**src/design/sfcs_pkg.sv**
```systemverilog
// Shared types, codes and the sequence ROM of the serial NOR flash command sequencer.
`timescale 1ns / 1ps

package sfcs_pkg;

  // Request function codes
  localparam logic [2:0] FN_WRITE  = 3'd0;
  localparam logic [2:0] FN_DATA   = 3'd1;
  localparam logic [2:0] FN_READ   = 3'd2;
  localparam logic [2:0] FN_RX     = 3'd3;
  localparam logic [2:0] FN_SECTOR = 3'd4;
  localparam logic [2:0] FN_CHIP   = 3'd5;

  // Flash opcodes
  localparam logic [7:0] OP_WREN   = 8'h06;
  localparam logic [7:0] OP_WRDI   = 8'h04;
  localparam logic [7:0] OP_READ   = 8'h03;
  localparam logic [7:0] OP_SECTOR = 8'h20;
  localparam logic [7:0] OP_CHIP   = 8'h60;
  localparam logic [7:0] OP_RDSR1  = 8'h05;
  localparam logic [7:0] OP_PROG   = 8'h02;

  localparam int ADDR_W = 24;
  localparam int LEN_W  = 25;
  localparam int CAP_W  = 5;
  localparam logic [CAP_W-1:0] CAP_MIN   = 5'd8;
  localparam logic [CAP_W-1:0] CAP_MAX   = 5'd24;
  localparam logic [CAP_W-1:0] CAP_RESET = 5'd24;

  // Link actions
  typedef enum logic [2:0] {
    ACT_SELECT  = 3'd0,
    ACT_SEND    = 3'd1,
    ACT_RECV    = 3'd2,
    ACT_RELEASE = 3'd3,
    ACT_DELIVER = 3'd4,
    ACT_DONE    = 3'd5,
    ACT_REJECT  = 3'd6
  } act_t;

  // Where the link byte of one step comes from
  typedef enum logic [2:0] {
    SRC_CONST   = 3'd0,
    SRC_ADDR_HI = 3'd1,
    SRC_ADDR_MD = 3'd2,
    SRC_ADDR_LO = 3'd3,
    SRC_DATA    = 3'd4
  } src_t;

  // Front phase
  typedef enum logic [3:0] {
    PH_IDLE  = 4'b0001,
    PH_WDATA = 4'b0010,
    PH_POLL  = 4'b0100,
    PH_READ  = 4'b1000
  } phase_t;

  // Sequence ROM entry points
  localparam int PC_W = 6;
  typedef logic [PC_W-1:0] pc_t;
  localparam pc_t PC_REJECT     = 6'd0;
  localparam pc_t PC_DONE       = 6'd1;
  localparam pc_t PC_REL_DONE   = 6'd2;
  localparam pc_t PC_WDATA_MID  = 6'd3;
  localparam pc_t PC_WDATA_END  = 6'd4;
  localparam pc_t PC_TAIL       = 6'd5;
  localparam pc_t PC_WRDI       = 6'd6;
  localparam pc_t PC_POLL_AGAIN = 6'd8;
  localparam pc_t PC_POLL       = 6'd9;
  localparam pc_t PC_RD_MID     = 6'd12;
  localparam pc_t PC_RD_END     = 6'd14;
  localparam pc_t PC_NEXT_CHUNK = 6'd15;
  localparam pc_t PC_CHUNK      = 6'd16;
  localparam pc_t PC_READ       = 6'd24;
  localparam pc_t PC_READ_EMPTY = 6'd30;
  localparam pc_t PC_SECTOR     = 6'd35;
  localparam pc_t PC_CHIP       = 6'd43;

  // One job handed from front to back
  typedef struct packed {
    pc_t              pc;
    logic [ADDR_W-1:0] addr;
    logic [7:0]       data;
  } job_t;

  // One step of a sequence
  typedef struct packed {
    act_t       action;
    src_t       src;
    logic [7:0] cbyte;
    logic       last;
    pc_t        next;
  } uop_t;

  function automatic uop_t mk(act_t a, src_t s, logic [7:0] b, logic l, pc_t n);
    uop_t u;
    u.action = a;
    u.src    = s;
    u.cbyte  = b;
    u.last   = l;
    u.next   = n;
    return u;
  endfunction

  // Sequence ROM: each entry is one result; next links steps into sequences
  function automatic uop_t uop_rom(pc_t pc);
    uop_t u;
    unique case (pc)
      6'd0:  u = mk(ACT_REJECT,  SRC_CONST,   8'h00,     1'b1, PC_REJECT);
      6'd1:  u = mk(ACT_DONE,    SRC_CONST,   8'h00,     1'b1, PC_REJECT);
      6'd2:  u = mk(ACT_RELEASE, SRC_CONST,   8'h00,     1'b0, PC_DONE);
      6'd3:  u = mk(ACT_SEND,    SRC_DATA,    8'h00,     1'b1, PC_REJECT);
      6'd4:  u = mk(ACT_SEND,    SRC_DATA,    8'h00,     1'b0, PC_TAIL);
      // release, write disable, poll
      6'd5:  u = mk(ACT_RELEASE, SRC_CONST,   8'h00,     1'b0, 6'd6);
      6'd6:  u = mk(ACT_SELECT,  SRC_CONST,   8'h00,     1'b0, 6'd7);
      6'd7:  u = mk(ACT_SEND,    SRC_CONST,   OP_WRDI,   1'b0, 6'd8);
      6'd8:  u = mk(ACT_RELEASE, SRC_CONST,   8'h00,     1'b0, 6'd9);
      6'd9:  u = mk(ACT_SELECT,  SRC_CONST,   8'h00,     1'b0, 6'd10);
      6'd10: u = mk(ACT_SEND,    SRC_CONST,   OP_RDSR1,  1'b0, 6'd11);
      6'd11: u = mk(ACT_RECV,    SRC_CONST,   8'h00,     1'b1, PC_REJECT);
      // read data
      6'd12: u = mk(ACT_DELIVER, SRC_DATA,    8'h00,     1'b0, 6'd13);
      6'd13: u = mk(ACT_RECV,    SRC_CONST,   8'h00,     1'b1, PC_REJECT);
      6'd14: u = mk(ACT_DELIVER, SRC_DATA,    8'h00,     1'b0, PC_REL_DONE);
      // page program header
      6'd15: u = mk(ACT_RELEASE, SRC_CONST,   8'h00,     1'b0, 6'd16);
      6'd16: u = mk(ACT_SELECT,  SRC_CONST,   8'h00,     1'b0, 6'd17);
      6'd17: u = mk(ACT_SEND,    SRC_CONST,   OP_WREN,   1'b0, 6'd18);
      6'd18: u = mk(ACT_RELEASE, SRC_CONST,   8'h00,     1'b0, 6'd19);
      6'd19: u = mk(ACT_SELECT,  SRC_CONST,   8'h00,     1'b0, 6'd20);
      6'd20: u = mk(ACT_SEND,    SRC_CONST,   OP_PROG,   1'b0, 6'd21);
      6'd21: u = mk(ACT_SEND,    SRC_ADDR_HI, 8'h00,     1'b0, 6'd22);
      6'd22: u = mk(ACT_SEND,    SRC_ADDR_MD, 8'h00,     1'b0, 6'd23);
      6'd23: u = mk(ACT_SEND,    SRC_ADDR_LO, 8'h00,     1'b1, PC_REJECT);
      // read header, then first receive
      6'd24: u = mk(ACT_SELECT,  SRC_CONST,   8'h00,     1'b0, 6'd25);
      6'd25: u = mk(ACT_SEND,    SRC_CONST,   OP_READ,   1'b0, 6'd26);
      6'd26: u = mk(ACT_SEND,    SRC_ADDR_HI, 8'h00,     1'b0, 6'd27);
      6'd27: u = mk(ACT_SEND,    SRC_ADDR_MD, 8'h00,     1'b0, 6'd28);
      6'd28: u = mk(ACT_SEND,    SRC_ADDR_LO, 8'h00,     1'b0, 6'd29);
      6'd29: u = mk(ACT_RECV,    SRC_CONST,   8'h00,     1'b1, PC_REJECT);
      // empty read: header, release, done
      6'd30: u = mk(ACT_SELECT,  SRC_CONST,   8'h00,     1'b0, 6'd31);
      6'd31: u = mk(ACT_SEND,    SRC_CONST,   OP_READ,   1'b0, 6'd32);
      6'd32: u = mk(ACT_SEND,    SRC_ADDR_HI, 8'h00,     1'b0, 6'd33);
      6'd33: u = mk(ACT_SEND,    SRC_ADDR_MD, 8'h00,     1'b0, 6'd34);
      6'd34: u = mk(ACT_SEND,    SRC_ADDR_LO, 8'h00,     1'b0, PC_REL_DONE);
      // sector erase
      6'd35: u = mk(ACT_SELECT,  SRC_CONST,   8'h00,     1'b0, 6'd36);
      6'd36: u = mk(ACT_SEND,    SRC_CONST,   OP_WREN,   1'b0, 6'd37);
      6'd37: u = mk(ACT_RELEASE, SRC_CONST,   8'h00,     1'b0, 6'd38);
      6'd38: u = mk(ACT_SELECT,  SRC_CONST,   8'h00,     1'b0, 6'd39);
      6'd39: u = mk(ACT_SEND,    SRC_CONST,   OP_SECTOR, 1'b0, 6'd40);
      6'd40: u = mk(ACT_SEND,    SRC_ADDR_HI, 8'h00,     1'b0, 6'd41);
      6'd41: u = mk(ACT_SEND,    SRC_ADDR_MD, 8'h00,     1'b0, 6'd42);
      6'd42: u = mk(ACT_SEND,    SRC_ADDR_LO, 8'h00,     1'b0, PC_TAIL);
      // chip erase
      6'd43: u = mk(ACT_SELECT,  SRC_CONST,   8'h00,     1'b0, 6'd44);
      6'd44: u = mk(ACT_SEND,    SRC_CONST,   OP_WREN,   1'b0, 6'd45);
      6'd45: u = mk(ACT_RELEASE, SRC_CONST,   8'h00,     1'b0, 6'd46);
      6'd46: u = mk(ACT_SELECT,  SRC_CONST,   8'h00,     1'b0, 6'd47);
      6'd47: u = mk(ACT_SEND,    SRC_CONST,   OP_CHIP,   1'b0, 6'd48);
      6'd48: u = mk(ACT_RELEASE, SRC_CONST,   8'h00,     1'b0, PC_WRDI);
      default: u = mk(ACT_REJECT, SRC_CONST,  8'h00,     1'b1, PC_REJECT);
    endcase
    return u;
  endfunction

endpackage

```
**src/design/sfcs_req_if.sv**
```systemverilog
// Request channel: host requests, write data and bytes received from the flash.
`timescale 1ns / 1ps

interface sfcs_req_if;
  logic        valid;
  logic        ready;
  logic [2:0]  func;
  logic [23:0] addr;
  logic [24:0] length;
  logic [7:0]  data_byte;

  modport source (output valid, func, addr, length, data_byte, input ready);
  modport sink   (input valid, func, addr, length, data_byte, output ready);
endinterface

```
**src/design/sfcs_res_if.sv**
```systemverilog
// Result channel: link actions toward the serial interface.
`timescale 1ns / 1ps

interface sfcs_res_if;
  logic       valid;
  logic       ready;
  logic [2:0] action;
  logic [7:0] link_byte;
  logic       last;

  modport source (output valid, action, link_byte, last, input ready);
  modport sink   (input valid, action, link_byte, last, output ready);
endinterface

```
**src/design/sfcs_front.sv**
```systemverilog
// Front end: accepts requests, tracks the transfer phase and emits one job per request.
`timescale 1ns / 1ps

module sfcs_front #(
  parameter int PAGE_BYTES = 256
) (
  input  logic                 clk,
  input  logic                 rst,
  input  logic [4:0]           capacity_log2,
  sfcs_req_if.sink             req,
  input  logic                 q_full,
  output logic                 push,
  output sfcs_pkg::job_t       push_job
);
  import sfcs_pkg::*;

  localparam int PG_LOG  = $clog2(PAGE_BYTES);
  localparam int CHUNK_W = PG_LOG + 1;

  phase_t              phase, phase_next;
  logic [ADDR_W-1:0]   next_address, next_address_next;
  logic [LEN_W-1:0]    bytes_remaining, bytes_remaining_next;
  logic [CHUNK_W-1:0]  chunk_left, chunk_left_next;

  logic [CAP_W-1:0]    cap_l;
  logic [ADDR_W-1:0]   mask;
  logic [ADDR_W-1:0]   ch_addr;
  logic [LEN_W-1:0]    ch_rem;
  logic [LEN_W-1:0]    page_room;
  logic [LEN_W-1:0]    cap_room;
  logic [LEN_W-1:0]    ch_size;
  logic [LEN_W-1:0]    br_dec;
  logic [CHUNK_W-1:0]  cl_dec;
  logic                accept;

  assign req.ready = !q_full;
  assign accept    = req.valid && req.ready;
  assign push      = accept;

  // Capacity mask, clamped to the supported range
  always_comb begin
    if (capacity_log2 < CAP_MIN) begin
      cap_l = CAP_MIN;
    end else if (capacity_log2 > CAP_MAX) begin
      cap_l = CAP_MAX;
    end else begin
      cap_l = capacity_log2;
    end
    mask = {ADDR_W{1'b1}} >> (CAP_MAX - cap_l);
  end

  // Size of the next page program: page end, remaining bytes, capacity wrap
  always_comb begin
    if (phase == PH_IDLE) begin
      ch_addr = req.addr & mask;
      ch_rem  = req.length;
    end else begin
      ch_addr = next_address & mask;
      ch_rem  = bytes_remaining;
    end
    page_room = LEN_W'(PAGE_BYTES) - LEN_W'(ch_addr[PG_LOG-1:0]);
    cap_room  = ({1'b0, mask} + LEN_W'(1)) - {1'b0, ch_addr};
    ch_size   = page_room;
    if (ch_size > ch_rem) begin
      ch_size = ch_rem;
    end
    if (ch_size > cap_room) begin
      ch_size = cap_room;
    end
  end

  assign br_dec = (bytes_remaining != '0) ? bytes_remaining - LEN_W'(1) : bytes_remaining;
  assign cl_dec = (chunk_left != '0) ? chunk_left - CHUNK_W'(1) : chunk_left;

  // Request classification and state update
  always_comb begin
    phase_next           = phase;
    next_address_next    = next_address;
    bytes_remaining_next = bytes_remaining;
    chunk_left_next      = chunk_left;
    push_job.pc          = PC_REJECT;
    push_job.addr        = req.addr & mask;
    push_job.data        = req.data_byte;
    unique case (phase)
      PH_IDLE: begin
        unique case (req.func)
          FN_WRITE: begin
            if (req.length == '0) begin
              push_job.pc = PC_DONE;
            end else begin
              next_address_next    = ch_addr;
              bytes_remaining_next = req.length;
              chunk_left_next      = ch_size[CHUNK_W-1:0];
              push_job.pc          = PC_CHUNK;
              push_job.addr        = ch_addr;
              phase_next           = PH_WDATA;
            end
          end
          FN_READ: begin
            if (req.length == '0) begin
              push_job.pc = PC_READ_EMPTY;
            end else begin
              bytes_remaining_next = req.length;
              push_job.pc          = PC_READ;
              phase_next           = PH_READ;
            end
          end
          FN_SECTOR: begin
            bytes_remaining_next = '0;
            push_job.pc          = PC_SECTOR;
            phase_next           = PH_POLL;
          end
          FN_CHIP: begin
            bytes_remaining_next = '0;
            push_job.pc          = PC_CHIP;
            phase_next           = PH_POLL;
          end
          default: push_job.pc = PC_REJECT;
        endcase
      end
      PH_WDATA: begin
        if (req.func == FN_DATA) begin
          bytes_remaining_next = br_dec;
          chunk_left_next      = cl_dec;
          next_address_next    = (next_address + ADDR_W'(1)) & mask;
          if (cl_dec == '0) begin
            push_job.pc = PC_WDATA_END;
            phase_next  = PH_POLL;
          end else begin
            push_job.pc = PC_WDATA_MID;
          end
        end
      end
      PH_POLL: begin
        if (req.func == FN_RX) begin
          if (req.data_byte[0]) begin
            push_job.pc = PC_POLL_AGAIN;
          end else if (bytes_remaining != '0) begin
            next_address_next = ch_addr;
            chunk_left_next   = ch_size[CHUNK_W-1:0];
            push_job.pc       = PC_NEXT_CHUNK;
            push_job.addr     = ch_addr;
            phase_next        = PH_WDATA;
          end else begin
            push_job.pc = PC_REL_DONE;
            phase_next  = PH_IDLE;
          end
        end
      end
      PH_READ: begin
        if (req.func == FN_RX) begin
          bytes_remaining_next = br_dec;
          if (br_dec != '0) begin
            push_job.pc = PC_RD_MID;
          end else begin
            push_job.pc = PC_RD_END;
            phase_next  = PH_IDLE;
          end
        end
      end
      default: push_job.pc = PC_REJECT;
    endcase
  end

  // State registers
  always_ff @(posedge clk) begin
    if (rst) begin
      phase           <= PH_IDLE;
      next_address    <= '0;
      bytes_remaining <= '0;
      chunk_left      <= '0;
    end else if (accept) begin
      phase           <= phase_next;
      next_address    <= next_address_next;
      bytes_remaining <= bytes_remaining_next;
      chunk_left      <= chunk_left_next;
    end
  end

  // A page program in progress always has bytes left in its chunk
  a_chunk_nonzero: assert property (@(posedge clk) disable iff (rst)
    phase == PH_WDATA |-> chunk_left != '0)
    else $error("write data phase with empty chunk");

  // Entering the write data phase always queues a program header
  a_header_on_wdata: assert property (@(posedge clk) disable iff (rst)
    accept && phase != PH_WDATA && phase_next == PH_WDATA
      |-> (push_job.pc == PC_CHUNK || push_job.pc == PC_NEXT_CHUNK))
    else $error("write data phase entered without program header");

endmodule

```
**src/design/sfcs_queue.sv**
```systemverilog
// Short job queue between the front end and the sequencer.
`timescale 1ns / 1ps

module sfcs_queue #(
  parameter int DEPTH = 4
) (
  input  logic           clk,
  input  logic           rst,
  input  logic           push,
  input  sfcs_pkg::job_t push_job,
  output logic           full,
  input  logic           pop,
  output logic           head_valid,
  output sfcs_pkg::job_t head_job
);
  import sfcs_pkg::*;

  localparam int PTR_W = (DEPTH > 1) ? $clog2(DEPTH) : 1;
  localparam int CNT_W = $clog2(DEPTH + 1);

  job_t             slots [DEPTH];
  logic [PTR_W-1:0] wr_ptr, rd_ptr;
  logic [CNT_W-1:0] count;

  assign full       = (count == CNT_W'(DEPTH));
  assign head_valid = (count != '0);
  assign head_job   = slots[rd_ptr];

  function automatic logic [PTR_W-1:0] ptr_inc(logic [PTR_W-1:0] p);
    return (p == PTR_W'(DEPTH - 1)) ? '0 : p + PTR_W'(1);
  endfunction

  // Storage
  always_ff @(posedge clk) begin
    if (push) begin
      slots[wr_ptr] <= push_job;
    end
  end

  // Pointers and fill count
  always_ff @(posedge clk) begin
    if (rst) begin
      wr_ptr <= '0;
      rd_ptr <= '0;
      count  <= '0;
    end else begin
      if (push) begin
        wr_ptr <= ptr_inc(wr_ptr);
      end
      if (pop) begin
        rd_ptr <= ptr_inc(rd_ptr);
      end
      if (push && !pop) begin
        count <= count + CNT_W'(1);
      end else if (pop && !push) begin
        count <= count - CNT_W'(1);
      end
    end
  end

  a_no_overflow: assert property (@(posedge clk) disable iff (rst)
    !(push && full))
    else $error("job queue overflow");

  a_no_underflow: assert property (@(posedge clk) disable iff (rst)
    !(pop && !head_valid))
    else $error("job queue underflow");

endmodule

```
**src/design/sfcs_back.sv**
```systemverilog
// Sequencer: walks the sequence ROM for each queued job, one link action per cycle while the result side is ready.
`timescale 1ns / 1ps

module sfcs_back (
  input  logic           clk,
  input  logic           rst,
  input  logic           head_valid,
  input  sfcs_pkg::job_t head_job,
  output logic           pop,
  sfcs_res_if.source     res
);
  import sfcs_pkg::*;

  logic       started;
  pc_t        pc;
  pc_t        cur_pc;
  uop_t       u;
  logic       adv;
  logic       out_valid;
  logic [2:0] out_action;
  logic [7:0] out_byte;
  logic       out_last;
  logic [7:0] sel_byte;

  assign cur_pc = started ? pc : head_job.pc;
  assign u      = uop_rom(cur_pc);
  assign adv    = head_valid && (!out_valid || res.ready);
  assign pop    = adv && u.last;

  // Link byte selection
  always_comb begin
    unique case (u.src)
      SRC_ADDR_HI: sel_byte = head_job.addr[23:16];
      SRC_ADDR_MD: sel_byte = head_job.addr[15:8];
      SRC_ADDR_LO: sel_byte = head_job.addr[7:0];
      SRC_DATA:    sel_byte = head_job.data;
      default:     sel_byte = u.cbyte;
    endcase
  end

  // Step counter
  always_ff @(posedge clk) begin
    if (rst) begin
      started <= 1'b0;
      pc      <= PC_REJECT;
    end else if (adv) begin
      started <= !u.last;
      pc      <= u.next;
    end
  end

  // Output register
  always_ff @(posedge clk) begin
    if (rst) begin
      out_valid <= 1'b0;
    end else if (!out_valid || res.ready) begin
      out_valid <= head_valid;
    end
  end

  always_ff @(posedge clk) begin
    if (adv) begin
      out_action <= u.action;
      out_byte   <= sel_byte;
      out_last   <= u.last;
    end
  end

  assign res.valid     = out_valid;
  assign res.action    = out_action;
  assign res.link_byte = out_byte;
  assign res.last      = out_last;

  // A sequence in progress keeps its job at the queue head
  a_job_held: assert property (@(posedge clk) disable iff (rst)
    started |-> head_valid)
    else $error("sequence running without a job");

endmodule

```
**src/design/spi_nor_flash_command_sequencer_top.sv**
```systemverilog
// Top level of the serial NOR flash command sequencer.
//
//  channel  dir  handshake     payload
//  req      in   valid/ready   func, addr, length, data_byte
//  res      out  valid/ready   action, link_byte, last
//  cfg      in   cfg_we        cfg_data = capacity_log2
//
// A request is taken every cycle while the job queue has room; it yields
// one to fifteen results, emitted by the sequencer at one per cycle while
// the link side is ready.
// The result register and the job queue let both sides stall on their own.
// Reset (rst, synchronous) empties the queue and the result register,
// puts the phase to idle and sets capacity_log2 to 24.
`timescale 1ns / 1ps

module spi_nor_flash_command_sequencer_top #(
  parameter int PAGE_BYTES  = 256,
  parameter int QUEUE_DEPTH = 4
) (
  input  logic       clk,
  input  logic       rst,
  input  logic       cfg_we,
  input  logic [4:0] cfg_data,
  sfcs_req_if.sink   req,
  sfcs_res_if.source res
);
  import sfcs_pkg::*;

  logic [CAP_W-1:0] capacity_log2;
  logic             push, full, pop, head_valid;
  job_t             push_job, head_job;

  // Capacity register
  always_ff @(posedge clk) begin
    if (rst) begin
      capacity_log2 <= CAP_RESET;
    end else if (cfg_we) begin
      capacity_log2 <= cfg_data;
    end
  end

  sfcs_front #(
    .PAGE_BYTES (PAGE_BYTES)
  ) u_front (
    .clk           (clk),
    .rst           (rst),
    .capacity_log2 (capacity_log2),
    .req           (req),
    .q_full        (full),
    .push          (push),
    .push_job      (push_job)
  );

  sfcs_queue #(
    .DEPTH (QUEUE_DEPTH)
  ) u_queue (
    .clk        (clk),
    .rst        (rst),
    .push       (push),
    .push_job   (push_job),
    .full       (full),
    .pop        (pop),
    .head_valid (head_valid),
    .head_job   (head_job)
  );

  sfcs_back u_back (
    .clk        (clk),
    .rst        (rst),
    .head_valid (head_valid),
    .head_job   (head_job),
    .pop        (pop),
    .res        (res)
  );

endmodule

```
**src/flat_wrapper.sv**
```systemverilog
// flat-port wrapper written by rule: the top's interface ports become plain ports
module spi_nor_flash_command_sequencer_top_flat import sfcs_pkg::*;
#(
  parameter int PAGE_BYTES  = 256,
  parameter int QUEUE_DEPTH = 4
)
  (clk, rst, cfg_we, cfg_data, req_valid, req_func, req_addr, req_length, req_data_byte, req_ready, res_valid, res_action, res_link_byte, res_last, res_ready);
  sfcs_req_if req_i ();
  sfcs_res_if res_i ();
  input  logic clk;
  input  logic rst;
  input  logic cfg_we;
  input  logic [4:0] cfg_data;
  input wire logic [$bits(req_i.valid)-1:0] req_valid;
  input wire logic [$bits(req_i.func)-1:0] req_func;
  input wire logic [$bits(req_i.addr)-1:0] req_addr;
  input wire logic [$bits(req_i.length)-1:0] req_length;
  input wire logic [$bits(req_i.data_byte)-1:0] req_data_byte;
  output wire logic [$bits(req_i.ready)-1:0] req_ready;
  output wire logic [$bits(res_i.valid)-1:0] res_valid;
  output wire logic [$bits(res_i.action)-1:0] res_action;
  output wire logic [$bits(res_i.link_byte)-1:0] res_link_byte;
  output wire logic [$bits(res_i.last)-1:0] res_last;
  input wire logic [$bits(res_i.ready)-1:0] res_ready;
  assign req_i.valid = req_valid;
  assign req_i.func = req_func;
  assign req_i.addr = req_addr;
  assign req_i.length = req_length;
  assign req_i.data_byte = req_data_byte;
  assign req_ready = req_i.ready;
  assign res_valid = res_i.valid;
  assign res_action = res_i.action;
  assign res_link_byte = res_i.link_byte;
  assign res_last = res_i.last;
  assign res_i.ready = res_ready;
  spi_nor_flash_command_sequencer_top #(.PAGE_BYTES(PAGE_BYTES), .QUEUE_DEPTH(QUEUE_DEPTH)) u_core (.clk(clk), .rst(rst), .cfg_we(cfg_we), .cfg_data(cfg_data), .req(req_i), .res(res_i));
endmodule
```
**config.mk**
```make
export PLATFORM = sky130hd
export DESIGN_NAME = spi_nor_flash_command_sequencer_top_flat
export DESIGN_NICKNAME = d
export VERILOG_FILES = /design/src/design/sfcs_pkg.sv /design/src/design/sfcs_req_if.sv /design/src/design/sfcs_res_if.sv /design/src/design/sfcs_front.sv /design/src/design/sfcs_queue.sv /design/src/design/sfcs_back.sv /design/src/design/spi_nor_flash_command_sequencer_top.sv /design/src/flat_wrapper.sv
export SDC_FILE = /design/constraint.sdc
export NUM_CORES = 1
export LEC_CHECK = 0
export BUFFER_PORTS_ARGS = -buffer_cell sky130_fd_sc_hd__buf_2
export CAP_MARGIN = 20
export CORE_MARGIN = 8
export CORE_UTILIZATION = 50
export DETAILED_ROUTE_END_ITERATION = 12
export GPL_ROUTABILITY_DRIVEN = 0
export GPL_TIMING_DRIVEN = 0
export PLACE_DENSITY = 0.79
export SLEW_MARGIN = 20
export SYNTH_ARGS = -nofsm -noshare
export SYNTH_HDL_FRONTEND = slang
export SYNTH_HIERARCHICAL = 1
export SYNTH_SLANG_ARGS = --single-unit
```
**constraint.sdc**
```tcl
create_clock -name clk -period 6.6 [get_ports clk]
set_input_delay 1.32 -clock clk [delete_from_list [all_inputs] [get_ports clk]]
set_output_delay 1.32 -clock clk [all_outputs]
set_load 0.02 [all_outputs]
```
==> impl_metrics.sql <==
INSERT INTO impl_metrics (metric_group, metric, value, unit) VALUES
('outcome', 'run_status', 'finished, final reports clean', ''),
('drt', 'avgViaCountPerCell', '6.434', ''),
('drt', 'detail_route.drc_violations', '0', ''),
('setup_path', 'worst-endpoint-arrival', '6.81', 'ns'),
('job', 'cap_violations', '0', ''),
('timing', 'finalSetupViolCount', '0', ''),
('clock_network', 'cts_inserted_buffers', '27', ''),
('synthesis', 'avgSynthCellArea', '9.577', 'µm²'),
('global_route', 'first_global_vias', '13880', ''),
('drt', 'detail_route.wirelength', '49110', 'µm'),
('setup_path', 'r2r_start', 'u_core/capacity_log2[3]$_SDFFE_PP1P_', ''),
('power', 'total_power', '8.987', 'mW'),
('timing', 'skew', '0.03795', 'ns'),
('timing', 'timing_worst_slew_pin_value', '1.118', 'ns'),
('setup_path', 'maximum_fanout_encountered_on_the_critical_timing_path', '6', ''),
('clock_network', 'clock_sinks', '248', ''),
('setup_path', 'cp-start-kind', 'flop', ''),
('clock_network', 'cts_htree_levels', '1', ''),
('setup_path', 'worstPathBufferInverterCount', '2', ''),
('drt', 'drt_iter0_drc', '2241', ''),
('finish', 'final_area', '0.01862', 'mm²'),
('clock_network', 'clk_latency', '0.57', 'ns'),
('finish', 'drive_gt1_share', '16.20', '%'),
('drt', 'wl_per_cell', '21.40', 'µm'),
('drt', 'routed_via_count', '14770', ''),
('min_path', 'min_from', 'u_core/u_back/res.valid$_SDFFE_PP0N_', ''),
('setup_path', 'critical-path-top-delay-family', 'compound AO/OA/AOI/OAI gates', ''),
('finish', 'fin_nets', '2003', ''),
('timing', 'setup_repair_after_global_routing_missed_its_margin', 'yes', ''),
('power', 'intPower', '4.951', 'mW'),
('timing', 'fin_worst_hold_slack', '0.5202', 'ns'),
('power', 'max-vdd-ir-drop', '0.5678', 'mV'),
('synthesis', 'netlist_area_before_placement', '0.01630', 'mm²'),
('power', 'power.switching', '4.036', 'mW'),
('placement', 'place_ws', '-1.570', 'ns'),
('power', 'swShare', '44.91', '%'),
('setup_path', 'worstPathRequired', '7.02', 'ns'),
('min_path', 'hold-path-cell-count', '2', ''),
('global_route', 'antenna_found_initial', '1', ''),
('synthesis', 'number_of_flops_mapped_to_enable_cells_by_yosys', '164', ''),
('placement', 'io_buffer_count', '75', ''),
('synthesis', 'asyncSetResetFlopFracSynth', '0', '%'),
('power', 'power_density', '482.5', 'mW/mm²'),
('synthesis', 'yosys_most_used_dff', 'sky130_fd_sc_hd__edfxtp_1', ''),
('power', 'power.sequential.fraction', '23.7', '%'),
('min_path', 'hold_crit_endpoint', 'u_core/u_back/res.valid$_SDFFE_PP0N_', ''),
('setup_path', 'timing.rr.end', 'u_core/u_front/chunk_left[3]$_SDFFE_PP0P_', ''),
('clock_network', 'clk_pin_slew_worst_paths', '0.07', 'ns'),
('clock_network', 'post_cts_hold_buffer_count', '0', ''),
('floorplan', 'floorplan.die.height', '196.6', 'µm'),
('drt', 'drtPass1Iterations', '6', ''),
('power', 'p_clk_share', '17.2', '%'),
('placement', 'post_dp_cell_area', '0.01738', 'mm²'),
('finish', 'syn2layout_area_growth', '14.25', '%'),
('floorplan', 'floorplan.die.width', '196.6', 'µm'),
('power', 'power.static_leakage', '7.054', 'nW'),
('floorplan', 'start_util', '50.48', '%'),
('timing', 'finalSetupTns', '0', 'ns'),
('clock_network', 'ctsLongestPathBuffers', '3', ''),
('floorplan', 'core-area', '0.03229', 'mm²'),
('setup_path', 'crit_slowest_cell', 'sky130_fd_sc_hd__or3b_2', ''),
('synthesis', 'netlist-cell-type-count', '99', ''),
('clock_network', 'ctsRootBufferMaster', 'sky130_fd_sc_hd__clkbuf_16', ''),
('global_route', 'largest_net_degree_at_the_start_of_global_routing', '29', ''),
('timing', 'postLayoutSetupSlackWorst', '0.2107', 'ns'),
('global_route', 'grt_util_all_layers', '24.42', '%'),
('placement', 'post-dp-hpwl', '35700', 'µm'),
('setup_path', 'setup.worst_path.class', 'reg2reg', ''),
('synthesis', 'yosysWarningCount', '6', ''),
('floorplan', 'ios', '84', ''),
('timing', 'hold_viol', '0', '');
-- cell type report --
type                       instances  area [µm²]
fill                            2725       13660
multi-input combinational       1310        9271
sequential                       248        6614
clock buffer                      30       686.9
tap                              442       553.0
timing repair buffer              90       538.0
buffer                            91       506.7
inverter                          64       242.7
clock inverter                    19       209.0
antenna                            1       2.502
-- routing by layer --
layer	GRT usage (%)	routed length, µm	up-vias
li1	-	-	6678
met1	31.49	18670	6914
met2	39.92	22790	991
met3	4.622	5499	184
met4	10.22	2149	0
met5	0	0	-
-- power groups by stage --
stage / registers, mW / clock network, mW / logic (mW)
2_1_floorplan: 2.16 / 0 / 3.63
6_report: 2.13 / 1.54 / 5.32
3_3_place_gp: 2.14 / 0 / 4.68
5_1_grt: 2.15 / 1.61 / 5.81
3_5_place_dp: 2.15 / 0 / 4.84
4_1_cts: 2.12 / 1.56 / 5.00
-- cell families after synthesis --
kind of cell	Yosys count	synth area share, %
flops	248	40.53
compound gates	434	17.52
buf+inv	159	4.575
mux	98	9.080
other cells	1	0.02301
xor+xnor	33	1.773
fa+ha+maj	101	7.845
simple gates	628	18.65
-- state kept, by name, summed over array words and instances, names as in the netlist, named ones only --
signal	flops
u_core/u_queue/count	3
u_core/u_queue/slots	152
u_core/u_queue/wr_ptr	2
u_core/u_back/res.action	3
u_core/u_back/res.last	1
u_core/u_front/chunk_left	9
u_core/capacity_log2	5
u_core/u_front/phase	4
u_core/u_queue/rd_ptr	2
u_core/u_back/res.valid	1
u_core/u_front/bytes_remaining	25
u_core/u_back/pc	6
u_core/u_back/started	1
u_core/u_front/next_address	24
u_core/u_back/res.link_byte	8
-- through the flow --
stage	cells	util [%]
after detailed placement	2238	53.82
after CTS	2290	57.11
after floorplan	1717	-
after global routing	2295	57.68
after global placement	2234	53.53
final	2295	57.68
-- tightest hold or removal path, stage by stage, from the launching register on --
cell and delay, ns:
sky130_fd_sc_hd__dfxtp_1 0.31, sky130_fd_sc_hd__nand2b_1 0.09, sky130_fd_sc_hd__a21oi_1 0.07
-- cells in the final DEF, fill, tap and decap left out, types with 14 or more instances in the layout --
cell type                     n
sky130_fd_sc_hd__nand2_1    187
sky130_fd_sc_hd__edfxtp_1   164
sky130_fd_sc_hd__nor2_1     155
sky130_fd_sc_hd__a21oi_1    133
sky130_fd_sc_hd__ha_1        96
sky130_fd_sc_hd__o21ai_0     93
sky130_fd_sc_hd__buf_2       88
sky130_fd_sc_hd__dfxtp_1     82
sky130_fd_sc_hd__nor3_1      64
sky130_fd_sc_hd__inv_1       59
sky130_fd_sc_hd__clkbuf_1    55
sky130_fd_sc_hd__mux2i_1     48
sky130_fd_sc_hd__nand3_1     45
sky130_fd_sc_hd__mux4_2      38
sky130_fd_sc_hd__clkbuf_16   27
sky130_fd_sc_hd__nand2b_1    24
sky130_fd_sc_hd__buf_4       23
sky130_fd_sc_hd__a211oi_1    22
sky130_fd_sc_hd__xor2_1      20
sky130_fd_sc_hd__nand4_1     17
sky130_fd_sc_hd__conb_1      16
sky130_fd_sc_hd__o211ai_1    15
sky130_fd_sc_hd__and3_1      15
sky130_fd_sc_hd__or3_1       15
sky130_fd_sc_hd__nor4_1      14
-- worst max path at each step --
stage | from | endpoint | depth (start not counted) | slack (ns)
after floorplan | u_core/capacity_log2[4]$_SDFFE_PP1P_ | u_core/u_front/chunk_left[3]$_SDFFE_PP0P_ | 32 | 0.06
after global placement | u_core/u_front/phase[0]$_SDFFE_PP1P_ | u_core/u_front/chunk_left[3]$_SDFFE_PP0P_ | 24 | -1.64
after detailed placement | u_core/capacity_log2[4]$_SDFFE_PP1P_ | u_core/u_front/chunk_left[3]$_SDFFE_PP0P_ | 32 | -1.57
after CTS | u_core/capacity_log2[3]$_SDFFE_PP1P_ | u_core/u_front/chunk_left[2]$_SDFFE_PP0P_ | 31 | 0.0006
after global routing | u_core/capacity_log2[3]$_SDFFE_PP1P_ | u_core/u_front/chunk_left[1]$_SDFFE_PP0P_ | 32 | -0.04
final | u_core/capacity_log2[3]$_SDFFE_PP1P_ | u_core/u_front/chunk_left[3]$_SDFFE_PP0P_ | 27 | 0.21
-- what timing repair did --
item	in CTS	in global routing
setup buffers	6	5
setup endpoints to repair	9	9
gates resized for setup	35	41
pin swaps	6	15
Note: power is estimated with default switching activity, not from simulation.
